<file path="src/tcce_pkg.sv">
// ----------------------------------------------------------------------------
// tcce_pkg
// Shared types, codes and constants of the text console cursor engine.
// ----------------------------------------------------------------------------
package tcce_pkg;

    localparam int DEF_COLUMNS = 80;
    localparam int DEF_ROWS    = 25;

    localparam int KIND_W      = 2;
    localparam int CHAR_W      = 8;
    localparam int CELL_ADDR_W = 11;
    localparam int CELL_W      = 16;
    localparam int CUR_ROW_W   = 5;
    localparam int CUR_COL_W   = 7;
    localparam int COLOR_W     = 4;
    localparam int CFG_IDX_W   = 1;
    localparam int CFG_DATA_W  = COLOR_W;

    localparam logic [CHAR_W-1:0]  CH_NEWLINE   = 8'd10;
    localparam logic [CHAR_W-1:0]  CH_RETURN    = 8'd13;
    localparam logic [CHAR_W-1:0]  CH_BACKSPACE = 8'd8;
    localparam logic [CHAR_W-1:0]  CH_BLANK     = 8'h20;
    localparam logic [COLOR_W-1:0] RESET_FG     = 4'hF;
    localparam logic [COLOR_W-1:0] RESET_BG     = 4'h0;

    typedef enum logic [KIND_W-1:0] {
        KIND_PUT   = 2'd0,
        KIND_CLEAR = 2'd1,
        KIND_READ  = 2'd2
    } t_kind;

    typedef enum logic [CFG_IDX_W-1:0] {
        REG_FOREGROUND = 1'b0,
        REG_BACKGROUND = 1'b1
    } t_cfg_reg;

    typedef enum logic [2:0] {
        ST_IDLE,
        ST_FILL,
        ST_SCROLL,
        ST_READ,
        ST_DONE
    } t_state;

    function automatic logic [CELL_W-1:0] make_cell(
        input logic [COLOR_W-1:0] bg,
        input logic [COLOR_W-1:0] fg,
        input logic [CHAR_W-1:0]  ch
    );
        return {bg, fg, ch};
    endfunction

    localparam logic [CELL_W-1:0] RESET_BLANK = make_cell(RESET_BG, RESET_FG, CH_BLANK);

endpackage

</file>
<file path="src/tcce_in_if.sv">
// ----------------------------------------------------------------------------
// tcce_in_if
// Command channel: item kind, character byte and cell address.
// ----------------------------------------------------------------------------
interface tcce_in_if;
    import tcce_pkg::*;

    logic                   valid;
    logic                   ready;
    logic [KIND_W-1:0]      kind;
    logic [CHAR_W-1:0]      char_code;
    logic [CELL_ADDR_W-1:0] cell_address;

    modport source (output valid, kind, char_code, cell_address, input ready);
    modport sink   (input valid, kind, char_code, cell_address, output ready);
endinterface

</file>
<file path="src/tcce_out_if.sv">
// ----------------------------------------------------------------------------
// tcce_out_if
// Result channel: cell word and cursor position after each command.
// ----------------------------------------------------------------------------
interface tcce_out_if;
    import tcce_pkg::*;

    logic                 valid;
    logic                 ready;
    logic [CELL_W-1:0]    cell_data;
    logic [CUR_ROW_W-1:0] cursor_row;
    logic [CUR_COL_W-1:0] cursor_col;

    modport source (output valid, cell_data, cursor_row, cursor_col, input ready);
    modport sink   (input valid, cell_data, cursor_row, cursor_col, output ready);
endinterface

</file>
<file path="src/tcce_ctrl.sv">
// ----------------------------------------------------------------------------
// tcce_ctrl
// Command sequencer: cursor, colors, fill/scroll sweeps and result register.
// ----------------------------------------------------------------------------
module tcce_ctrl #(
    parameter int COLUMNS = tcce_pkg::DEF_COLUMNS,
    parameter int ROWS    = tcce_pkg::DEF_ROWS,
    parameter int AW      = $clog2(COLUMNS * ROWS)
) (
    input  logic                            i_clk,
    input  logic                            i_rst_n,
    tcce_in_if.sink                         i_in,
    tcce_out_if.source                      o_out,
    input  logic                            i_cfg_we,
    input  logic [tcce_pkg::CFG_IDX_W-1:0]  i_cfg_idx,
    input  logic [tcce_pkg::CFG_DATA_W-1:0] i_cfg_data,
    output logic                            o_mem_we,
    output logic [AW-1:0]                   o_mem_waddr,
    output logic [tcce_pkg::CELL_W-1:0]     o_mem_wdata,
    output logic [AW-1:0]                   o_mem_raddr,
    input  logic [tcce_pkg::CELL_W-1:0]     i_mem_rdata
);
    import tcce_pkg::*;

    localparam int CELLS = COLUMNS * ROWS;
    localparam int CNT_W = $clog2(CELLS + 1);
    localparam int ROW_W = $clog2(ROWS);
    localparam int COL_W = $clog2(COLUMNS);
    localparam int CMP_W = (CNT_W > CELL_ADDR_W) ? CNT_W : CELL_ADDR_W;

    localparam logic [COL_W-1:0] LAST_COL   = COL_W'(COLUMNS - 1);
    localparam logic [ROW_W-1:0] LAST_ROW   = ROW_W'(ROWS - 1);
    localparam logic [AW-1:0]    ROW_STEP   = AW'(COLUMNS);
    localparam logic [CNT_W-1:0] CELLS_C    = CNT_W'(CELLS);
    localparam logic [CNT_W-1:0] SCROLL_SRC = CNT_W'(COLUMNS);
    localparam logic [CNT_W-1:0] BOTTOM_ROW = CNT_W'(CELLS - COLUMNS);
    localparam logic [CNT_W-1:0] LAST_CELL  = CNT_W'(CELLS - 1);
    localparam logic [CMP_W-1:0] CELLS_CMP  = CMP_W'(CELLS);

    t_state               r_state, n_state;
    logic [ROW_W-1:0]     r_row, n_row;
    logic [COL_W-1:0]     r_col, n_col;
    logic [AW-1:0]        r_base, n_base;
    logic [CNT_W-1:0]     r_ptr, n_ptr;
    logic                 r_pend, n_pend;
    logic [AW-1:0]        r_wa, n_wa;
    logic [CELL_W-1:0]    r_fill, n_fill;
    logic                 r_init, n_init;
    logic                 r_zero, n_zero;
    logic [CELL_W-1:0]    r_data, n_data;
    logic                 r_ovalid, n_ovalid;
    logic [CELL_W-1:0]    r_odata, n_odata;
    logic [CUR_ROW_W-1:0] r_orow, n_orow;
    logic [CUR_COL_W-1:0] r_ocol, n_ocol;
    logic [COLOR_W-1:0]   r_fg, r_bg;

    logic                 in_ready;
    logic                 adv;
    logic [COL_W-1:0]     bs_col;
    logic [CELL_W-1:0]    blank;

    always_ff @(posedge i_clk) begin
        if (!i_rst_n) begin
            r_fg <= RESET_FG;
            r_bg <= RESET_BG;
        end else if (i_cfg_we) begin
            unique case (t_cfg_reg'(i_cfg_idx))
                REG_FOREGROUND: r_fg <= i_cfg_data;
                REG_BACKGROUND: r_bg <= i_cfg_data;
            endcase
        end
    end

    always_ff @(posedge i_clk) begin
        if (!i_rst_n) begin
            r_state  <= ST_FILL;
            r_row    <= '0;
            r_col    <= '0;
            r_base   <= '0;
            r_ptr    <= '0;
            r_pend   <= 1'b0;
            r_fill   <= RESET_BLANK;
            r_init   <= 1'b1;
            r_ovalid <= 1'b0;
        end else begin
            r_state  <= n_state;
            r_row    <= n_row;
            r_col    <= n_col;
            r_base   <= n_base;
            r_ptr    <= n_ptr;
            r_pend   <= n_pend;
            r_fill   <= n_fill;
            r_init   <= n_init;
            r_ovalid <= n_ovalid;
        end
    end

    always_ff @(posedge i_clk) begin
        r_wa    <= n_wa;
        r_zero  <= n_zero;
        r_data  <= n_data;
        r_odata <= n_odata;
        r_orow  <= n_orow;
        r_ocol  <= n_ocol;
    end

    always_comb begin
        n_state  = r_state;
        n_row    = r_row;
        n_col    = r_col;
        n_base   = r_base;
        n_ptr    = r_ptr;
        n_pend   = r_pend;
        n_wa     = r_wa;
        n_fill   = r_fill;
        n_init   = r_init;
        n_zero   = r_zero;
        n_data   = r_data;
        n_ovalid = r_ovalid;
        n_odata  = r_odata;
        n_orow   = r_orow;
        n_ocol   = r_ocol;

        o_mem_we    = 1'b0;
        o_mem_waddr = '0;
        o_mem_wdata = '0;
        o_mem_raddr = '0;

        in_ready = (r_state == ST_IDLE);
        adv      = 1'b0;
        bs_col   = (r_col != '0) ? r_col - 1'b1 : r_col;
        blank    = make_cell(r_bg, r_fg, CH_BLANK);

        if (r_ovalid && o_out.ready) begin
            n_ovalid = 1'b0;
        end

        unique case (r_state)
            ST_IDLE: begin
                if (i_in.valid) begin
                    n_data  = '0;
                    n_state = ST_DONE;
                    case (i_in.kind)
                        KIND_PUT: begin
                            case (i_in.char_code)
                                CH_NEWLINE: begin
                                    n_col = '0;
                                    adv   = 1'b1;
                                end
                                CH_RETURN: begin
                                    n_col = '0;
                                end
                                CH_BACKSPACE: begin
                                    n_col       = bs_col;
                                    o_mem_we    = 1'b1;
                                    o_mem_waddr = AW'(r_base + AW'(bs_col));
                                    o_mem_wdata = blank;
                                end
                                default: begin
                                    o_mem_we    = 1'b1;
                                    o_mem_waddr = AW'(r_base + AW'(r_col));
                                    o_mem_wdata = make_cell(r_bg, r_fg, i_in.char_code);
                                    if (r_col == LAST_COL) begin
                                        n_col = '0;
                                        adv   = 1'b1;
                                    end else begin
                                        n_col = r_col + 1'b1;
                                    end
                                end
                            endcase
                            if (adv) begin
                                if (r_row == LAST_ROW) begin
                                    n_ptr   = SCROLL_SRC;
                                    n_pend  = 1'b0;
                                    n_state = ST_SCROLL;
                                end else begin
                                    n_row  = r_row + 1'b1;
                                    n_base = AW'(r_base + ROW_STEP);
                                end
                            end
                        end
                        KIND_CLEAR: begin
                            n_row   = '0;
                            n_col   = '0;
                            n_base  = '0;
                            n_ptr   = '0;
                            n_fill  = blank;
                            n_init  = 1'b0;
                            n_state = ST_FILL;
                        end
                        KIND_READ: begin
                            o_mem_raddr = AW'(i_in.cell_address);
                            n_zero      = !(CMP_W'(i_in.cell_address) < CELLS_CMP);
                            n_state     = ST_READ;
                        end
                        default: ;
                    endcase
                end
            end
            ST_SCROLL: begin
                // read one row ahead, write the previous read back one row up
                if (r_pend) begin
                    o_mem_we    = 1'b1;
                    o_mem_waddr = r_wa;
                    o_mem_wdata = i_mem_rdata;
                end
                if (r_ptr != CELLS_C) begin
                    o_mem_raddr = r_ptr[AW-1:0];
                    n_pend      = 1'b1;
                    n_wa        = AW'(r_ptr - SCROLL_SRC);
                    n_ptr       = r_ptr + 1'b1;
                end else begin
                    n_pend  = 1'b0;
                    n_ptr   = BOTTOM_ROW;
                    n_fill  = blank;
                    n_init  = 1'b0;
                    n_state = ST_FILL;
                end
            end
            ST_FILL: begin
                o_mem_we    = 1'b1;
                o_mem_waddr = r_ptr[AW-1:0];
                o_mem_wdata = r_fill;
                n_ptr       = r_ptr + 1'b1;
                if (r_ptr == LAST_CELL) begin
                    n_init  = 1'b0;
                    n_state = r_init ? ST_IDLE : ST_DONE;
                end
            end
            ST_READ: begin
                n_data  = r_zero ? '0 : i_mem_rdata;
                n_state = ST_DONE;
            end
            ST_DONE: begin
                if (!r_ovalid || o_out.ready) begin
                    n_ovalid = 1'b1;
                    n_odata  = r_data;
                    n_orow   = CUR_ROW_W'(r_row);
                    n_ocol   = CUR_COL_W'(r_col);
                    n_state  = ST_IDLE;
                end
            end
            default: n_state = ST_IDLE;
        endcase
    end

    assign i_in.ready       = in_ready;
    assign o_out.valid      = r_ovalid;
    assign o_out.cell_data  = r_odata;
    assign o_out.cursor_row = r_orow;
    assign o_out.cursor_col = r_ocol;

endmodule

</file>
<file path="src/flat_wrapper.sv">
// flat-port wrapper written by rule: the top's interface ports become plain ports
module tcce_ctrl_flat import tcce_pkg::*;
#(
    parameter int COLUMNS = tcce_pkg::DEF_COLUMNS,
    parameter int ROWS    = tcce_pkg::DEF_ROWS,
    parameter int AW      = $clog2(COLUMNS * ROWS)
)
  (i_clk, i_rst_n, i_cfg_we, i_cfg_idx, i_cfg_data, o_mem_we, o_mem_waddr, o_mem_wdata, o_mem_raddr, i_mem_rdata, i_in_valid, i_in_kind, i_in_char_code, i_in_cell_address, i_in_ready, o_out_valid, o_out_cell_data, o_out_cursor_row, o_out_cursor_col, o_out_ready);
  tcce_in_if i_in_i ();
  tcce_out_if o_out_i ();
  input  logic i_clk;
  input  logic i_rst_n;
  input  logic i_cfg_we;
  input  logic [tcce_pkg::CFG_IDX_W-1:0] i_cfg_idx;
  input  logic [tcce_pkg::CFG_DATA_W-1:0] i_cfg_data;
  output logic o_mem_we;
  output logic [AW-1:0] o_mem_waddr;
  output logic [tcce_pkg::CELL_W-1:0] o_mem_wdata;
  output logic [AW-1:0] o_mem_raddr;
  input  logic [tcce_pkg::CELL_W-1:0] i_mem_rdata;
  input wire logic [$bits(i_in_i.valid)-1:0] i_in_valid;
  input wire logic [$bits(i_in_i.kind)-1:0] i_in_kind;
  input wire logic [$bits(i_in_i.char_code)-1:0] i_in_char_code;
  input wire logic [$bits(i_in_i.cell_address)-1:0] i_in_cell_address;
  output wire logic [$bits(i_in_i.ready)-1:0] i_in_ready;
  output wire logic [$bits(o_out_i.valid)-1:0] o_out_valid;
  output wire logic [$bits(o_out_i.cell_data)-1:0] o_out_cell_data;
  output wire logic [$bits(o_out_i.cursor_row)-1:0] o_out_cursor_row;
  output wire logic [$bits(o_out_i.cursor_col)-1:0] o_out_cursor_col;
  input wire logic [$bits(o_out_i.ready)-1:0] o_out_ready;
  assign i_in_i.valid = i_in_valid;
  assign i_in_i.kind = i_in_kind;
  assign i_in_i.char_code = i_in_char_code;
  assign i_in_i.cell_address = i_in_cell_address;
  assign i_in_ready = i_in_i.ready;
  assign o_out_valid = o_out_i.valid;
  assign o_out_cell_data = o_out_i.cell_data;
  assign o_out_cursor_row = o_out_i.cursor_row;
  assign o_out_cursor_col = o_out_i.cursor_col;
  assign o_out_i.ready = o_out_ready;
  tcce_ctrl #(.COLUMNS(COLUMNS), .ROWS(ROWS), .AW(AW)) u_core (.i_clk(i_clk), .i_rst_n(i_rst_n), .i_in(i_in_i), .o_out(o_out_i), .i_cfg_we(i_cfg_we), .i_cfg_idx(i_cfg_idx), .i_cfg_data(i_cfg_data), .o_mem_we(o_mem_we), .o_mem_waddr(o_mem_waddr), .o_mem_wdata(o_mem_wdata), .o_mem_raddr(o_mem_raddr), .i_mem_rdata(i_mem_rdata));
endmodule
</file>
<file path="config.mk">
export PLATFORM = sky130hd
export DESIGN_NAME = tcce_ctrl_flat
export DESIGN_NICKNAME = d
export VERILOG_FILES = /design/src/tcce_pkg.sv /design/src/tcce_in_if.sv /design/src/tcce_out_if.sv /design/src/tcce_ctrl.sv /design/src/flat_wrapper.sv
export SDC_FILE = /design/constraint.sdc
export NUM_CORES = 1
export LEC_CHECK = 0
export ABC_CLOCK_PERIOD_IN_PS = 4250
export BUFFER_PORTS_ARGS = -buffer_cell sky130_fd_sc_hd__buf_2
export CORE_MARGIN = 2
export CORE_UTILIZATION = 51
export CTS_CLUSTER_SIZE = 30
export DETAILED_ROUTE_END_ITERATION = 10
export PLACE_DENSITY = 0.75
export SLEW_MARGIN = 40
export SYNTH_ARGS = -nofsm -noshare
export SYNTH_HDL_FRONTEND = slang
export SYNTH_SLANG_ARGS = --single-unit
</file>
<file path="constraint.sdc">
create_clock -name i_clk -period 4.25 [get_ports i_clk]
set_input_delay 0.85 -clock i_clk [delete_from_list [all_inputs] [get_ports i_clk]]
set_output_delay 0.85 -clock i_clk [all_outputs]
set_load 0.005 [all_outputs]
</file>
# After elaboration in Yosys (flattened, before gate mapping)
# Index checks and enable logic that the tools add are counted.
# classes
n_lt_le_gt_ge,1
n_reduce_logical,26
addsub,8
n_eq_ne,26
n_bitwise,1
mux,70
# op_table
operator,n
$mux W11,12
$mux W16,8
$pmux W16 S2,3
$pmux W11 S2,4
$pmux W11 S3,2
$pmux W16 S3,1
$pmux W7 S2,2
$eq A8 B4 Y1 const B,3
$add A11 B7 Y11,2
$mux W3,7
$mux W1,20
$reduce_and A5 Y1,4
$pmux W3 S5,1
$mux W7,2
$ne A2 B1 Y1 const B,7
$add A11 B1 Y11 const B,1
$add A11 B7 Y11 const B,1
$eq A11 B11 Y1 const B,1
$lt A11 B11 Y1 const B,1
$ne A11 B11 Y1 const B,1
$sub A11 B7 Y11 const B,1
$mux W5,2
$pmux W5 S2,1
$reduce_and A2 Y1,5
other kinds (28),40
# totals
in_bits,47
elab_cells,149
reg_bits,120
output_inout_bits,69

# Depth between registers and ports, before layout
# depth
depth_word,10
mapped_depth,15
depth_no_buf,13

# Worst setup path before layout
# OpenSTA, ideal clock, no wires.
# synth_timing
kind,input -> output
from,in i_in_char_code[1]
to,out o_mem_waddr[10]
stages,13
required_ns,3.400
arrival_time_ns,3.080
setup_slack_ns,0.320
n_path_buf,2
path_cell_list,nor4b_1 > and3_1 > buf_4 > nand2b_1 > clkbuf_1 > o22ai_1 > ha_1 > a21oi_1 > nor2b_1 > o21a_1 > and3_1 > xnor2_1 > o21ai_0
# synth_via
elab_chain_cells,6
word_cells_on_any_way,8
cone_classes,eq/ne: 3; mux: 4; reduce/logical: 1
# synth_lines
element,line,rtl
from (decl),flat_wrapper.sv:23,input wire logic [$bits(i_in_i.char_code)-1:0] i_in_char_code;
$eq A8 B4 Y1,tcce_ctrl.sv:145,case (i_in.char_code)
$reduce_or A2 Y1 (no source line),n/a,
$pmux W11 S2 *,tcce_ctrl.sv:145,
$mux W11 *,tcce_ctrl.sv:143,case (i_in.kind)
$mux W11 *,tcce_ctrl.sv:140,if (i_in.valid) begin
$pmux W11 S3 *,tcce_ctrl.sv:138,unique case (r_state)
to (decl),flat_wrapper.sv:17,output logic [AW-1:0] o_mem_waddr;
# Every way passes the cells marked *; elsewhere a longest branch is shown, timed or not.

# Worst setup path in the final report
# Same ends and word-level chain as after synthesis.

==> summary.md <==
| Metric | Value |
|---|---|
| Synth top area share | 28.7% |
| Ys flop type | edfxtp_1 |
| Crit path capture type | primary output |
| WL final | between 15 and 20 mm |
| Hold path depth | 0 |
| Skew-Pair Late Insertion Delay | between 0.3 and 0.4 ns |
| GP Congestion | between 0.9 and 1 |
| Worst reg2reg setup slack | 1.61 ns |
| Initial DRC Count | approximately 500 |
| Sequential fraction of design power | a little over half |
| Die area | 12,300 um2 |
| Synth area leaders | edfxtp_1 (29%), dfxtp_1 (18%), ha_1 (3.8%), o21ai_0 (3.7%), nand2_1 (3.5%) |
| Synth Cell Area | 5850 um2 |
| Final period utilization | 98.6% |
| Max-cap check violation count | 0 |
| Number of port buffers | 115 |
| Vias in the first global route | 5,145 |
| Fillers | 983 |
| Final Setup Violations | 0 |
| Post-synthesis mux area share | 2.93% |
| Cell Pwr Density | 295 nW/um2 |
| Post-DP HPWL | between 10 and 15 mm |
| Share of cells above drive strength 1 | about a quarter |
| Largest net degree at the start of global routing | 35 |
| Synth Area in Simple Gates | between 10% and 20% |
| Antenna violations before repair | 0 |
| Crit path top cell by count | buf_2 |
| IR drop worst, VDD | 0.215 mV |
| Final slew viol count | 0 |
| Layout Nets | 783 |
| Max clock buf depth | 2 |
| Net Count, Synth | 664 |
| Most frequent cells in the layout | buf_2 (115), edfxtp_1 (56), nand2_1 (55) |
| Total core area | 11,300 um2 |
| Antenna viol nets, final | 0 |
| Die Width | 111 um |
| Count of cell types in the netlist | 80 |
| Fin Setup TNS | 0 ns |
| RR Startpoint | u_core.r_ptr[5] |
| Routed vias/inst | 6.20 |
| Bufs and invs on worst path | 3 |
| Slowest cell on the critical path | nor4b_4 |
| Clock input transition at the sequential cells of the worst setup and hold paths | 0.08 ns |
| Tightest Pin Transition | around 0.76 ns |
| Crit path kind | in -> out |
| Overall Global Routing Usage | 26.3% |
| CP max stage delay | about 0.29 ns |
| Worst slew margin | between 40% and 50% |
| DRC | 0 |
| Synth Area in Compound Gates | 21.4% |
| R2R depth | 9 |
| Minimum clock period | around 4.2 ns |
| Routed length per placed instance | around 19 um |
| Die Span Y | 111 um |
| CP top delay family | simple AND/OR/NAND/NOR gates |
| Initial Util | 51.7% |
| Final Hold Vio Count | 0 |
| Number of cells in the finished layout apart from fillers | 866 |
| Post-synth EDFFs | 56 |
| Site Rows | 39 |
| Hold crit path type | reg -> reg |
| Combinational family with the most area after synthesis | compound AO/OA/AOI/OAI gates |
| Fin Clk Skew | between 0.007 and 0.008 ns |
| Register bit total from synthesis | between 100 and 150 |
| CTS tree | done |
| Worst EP required | 3.40 ns |
| Hold path endpoint | u_core.o_out.cell_data[8] |
| Arrival time at the worst endpoint | around 3.3 ns |
| Xor/xnor share of the synthesized area | under 10% |
| Sequential share of the synthesized area | 46.5% |
| Critical R2R Capture | u_core.r_ptr[6] |
| Vias | 5,368 |
| Post-route cell area | 7010 um2 |
| Diodes inserted | 0 |
| Cells after synthesis | 599 |
| H-Tree Depth | 3 |
| Worst Min Path Start | u_core.r_data[8] |
| Post-CTS Hold Buffers | 0 |
| Net Sw Frac | 23.6% |
| Global-route wire length before repair | between 20 and 30 mm |
| TritonRoute pass-1 iters | 6 |
| Share of power burned in the clock network | 42.4% |
| DP Cell Count | 848 |
| Sw Pwr | 0.488 mW |
| Placed cell areas | 6630 um2 |
| Outcome | finished, final reports clean |
| Ys Warns | 0 |
| Type of origin of the critical path | input port |
| CTS Root Cell | clkbuf_16 |
| Worst-path fanout max | 9 |
| Post-route setup slack | 0.0578 ns |
| I/O pin cnt | 116 |
| Area Overhead vs Synth | 19.8% |
| TritonCTS Buffers | 9 |
| Most common cell after layout, fill and taps aside | buf_2 |
| Fmax | 0.239 GHz |
| Area leader, netlist | edfxtp_1 |
| Leak | 2.82 nW |
| Combinational fraction of design power | 4.5% |
| Mean area per synthesized cell | 9.77 um2 |
| Synth Area in Adders | 3.85% |
| Clock Sinks | 108 |
| Internal | 1.58 mW |
| Post-place setup slack | -0.0859 ns |
| Worst path cell trace | buf_2 > nor4b_4 > and3_4 > buf_4 > nand2b_1 > o22ai_2 > ha_1 > a21oi_2 > nor2b_1 > o21a_1 > and3_1 > xnor2_1 > o21ai_0 > buf_2 |
| Async set or reset register ratio after synthesis | 0% |
| Total gr overflow | 0 |
layout make-up:
class / count / area [um2] / share of cell area, %
clock buffer: 10 / 250 / 3.57
clock inverter: 6 / 63.8 / 0.910
timing repair buffer: 145 / 801 / 11.4
tap: 143 / 179 / 2.55
inverter: 27 / 101 / 1.45
multi-input combinational: 427 / 2890 / 41.3
sequential: 108 / 2720 / 38.8
metal layers:
metal | up-vias | track usage [%] | share of wire, %
met1 | 2577 | 35.2 | 42
met5 | - | 0 | 0
met2 | 268 | 41.4 | 47
met4 | 0 | 13.2 | 3.6
li1 | 2479 | - | -
met3 | 44 | 4.70 | 7.2
stage by stage:
stage | utilization, % | total power, mW | hold slack [ns]
finish | 61.9 | 2.07 | 0.424
global route | 61.9 | 2.13 | 0.429
CTS | 61.5 | 2.08 | 0.424
detailed placement | 58.6 | 1.21 | 0.405
global placement | 58.6 | 1.21 | 0.402
floorplan | - | 1.16 | 0.400
worst max path at each step:
stage / slack, ns / start / to / depth (start not counted)
6_report: 0.06 / i_in_char_code[1] / o_mem_waddr[10] / 14
5_1_grt: -0.04 / i_in_char_code[1] / o_mem_waddr[10] / 14
4_1_cts: 0.04 / i_in_char_code[1] / o_mem_waddr[10] / 14
3_5_place_dp: -0.09 / i_in_char_code[1] / o_mem_waddr[7] / 14
3_3_place_gp: -0.03 / i_in_char_code[1] / o_mem_waddr[7] / 13
2_1_floorplan: 0.32 / i_in_char_code[1] / o_mem_waddr[10] / 13
power groups by stage:
stage | Sequential, mW | Clock [mW] | Combinational (mW)
after global placement | 1.12 | 0 | 0.0867
final | 1.10 | 0.876 | 0.0925
after global routing | 1.10 | 0.924 | 0.101
after detailed placement | 1.12 | 0 | 0.0888
after CTS | 1.10 | 0.887 | 0.0903
after floorplan | 1.12 | 0 | 0.0427
sequential cells by signal (all words and copies together), names as in the netlist, 3 cells and up:
register                 cells
u_core.r_bg                  4
u_core.r_fg                  4
u_core.r_wa                 11
u_core.o_out.cursor_row      5
u_core.r_row                 5
u_core.r_ptr                11
u_core.r_base                7
u_core.r_fill                8
u_core.r_state               3
u_core.o_out.cursor_col      7
u_core.r_col                 7
u_core.o_out.cell_data      16
u_core.r_data               16
synth_stat cells (8+ instances only):
cell type / number
a21oi_1: 30
a222oi_1: 9
a22o_1: 16
a22oi_1: 12
a31oi_1: 10
and2_1: 21
clkbuf_1: 23
dfxtp_1: 52
edfxtp_1: 56
ha_1: 18
inv_1: 26
mux2i_1: 16
nand2_1: 55
nand3_1: 13
nor2_1: 44
nor3_1: 11
o211ai_1: 8
o21ai_0: 43
cell families after synthesis:
| logic type | Yosys count |
|---|---|
| compound gates | 179 |
| flops | 108 |
| fa+ha+maj | 18 |
| simple gates | 199 |
| xor+xnor | 14 |
| buf+inv | 64 |
| mux | 17 |
timing repair:
item                                    in CTS  in global routing
buffers inserted                             0                  2
pin swaps                                    0                  3
endpoints found under the setup margin       3                  4
gates resized for setup                      2                 10
Note: power is estimated with default switching activity, not from simulation.
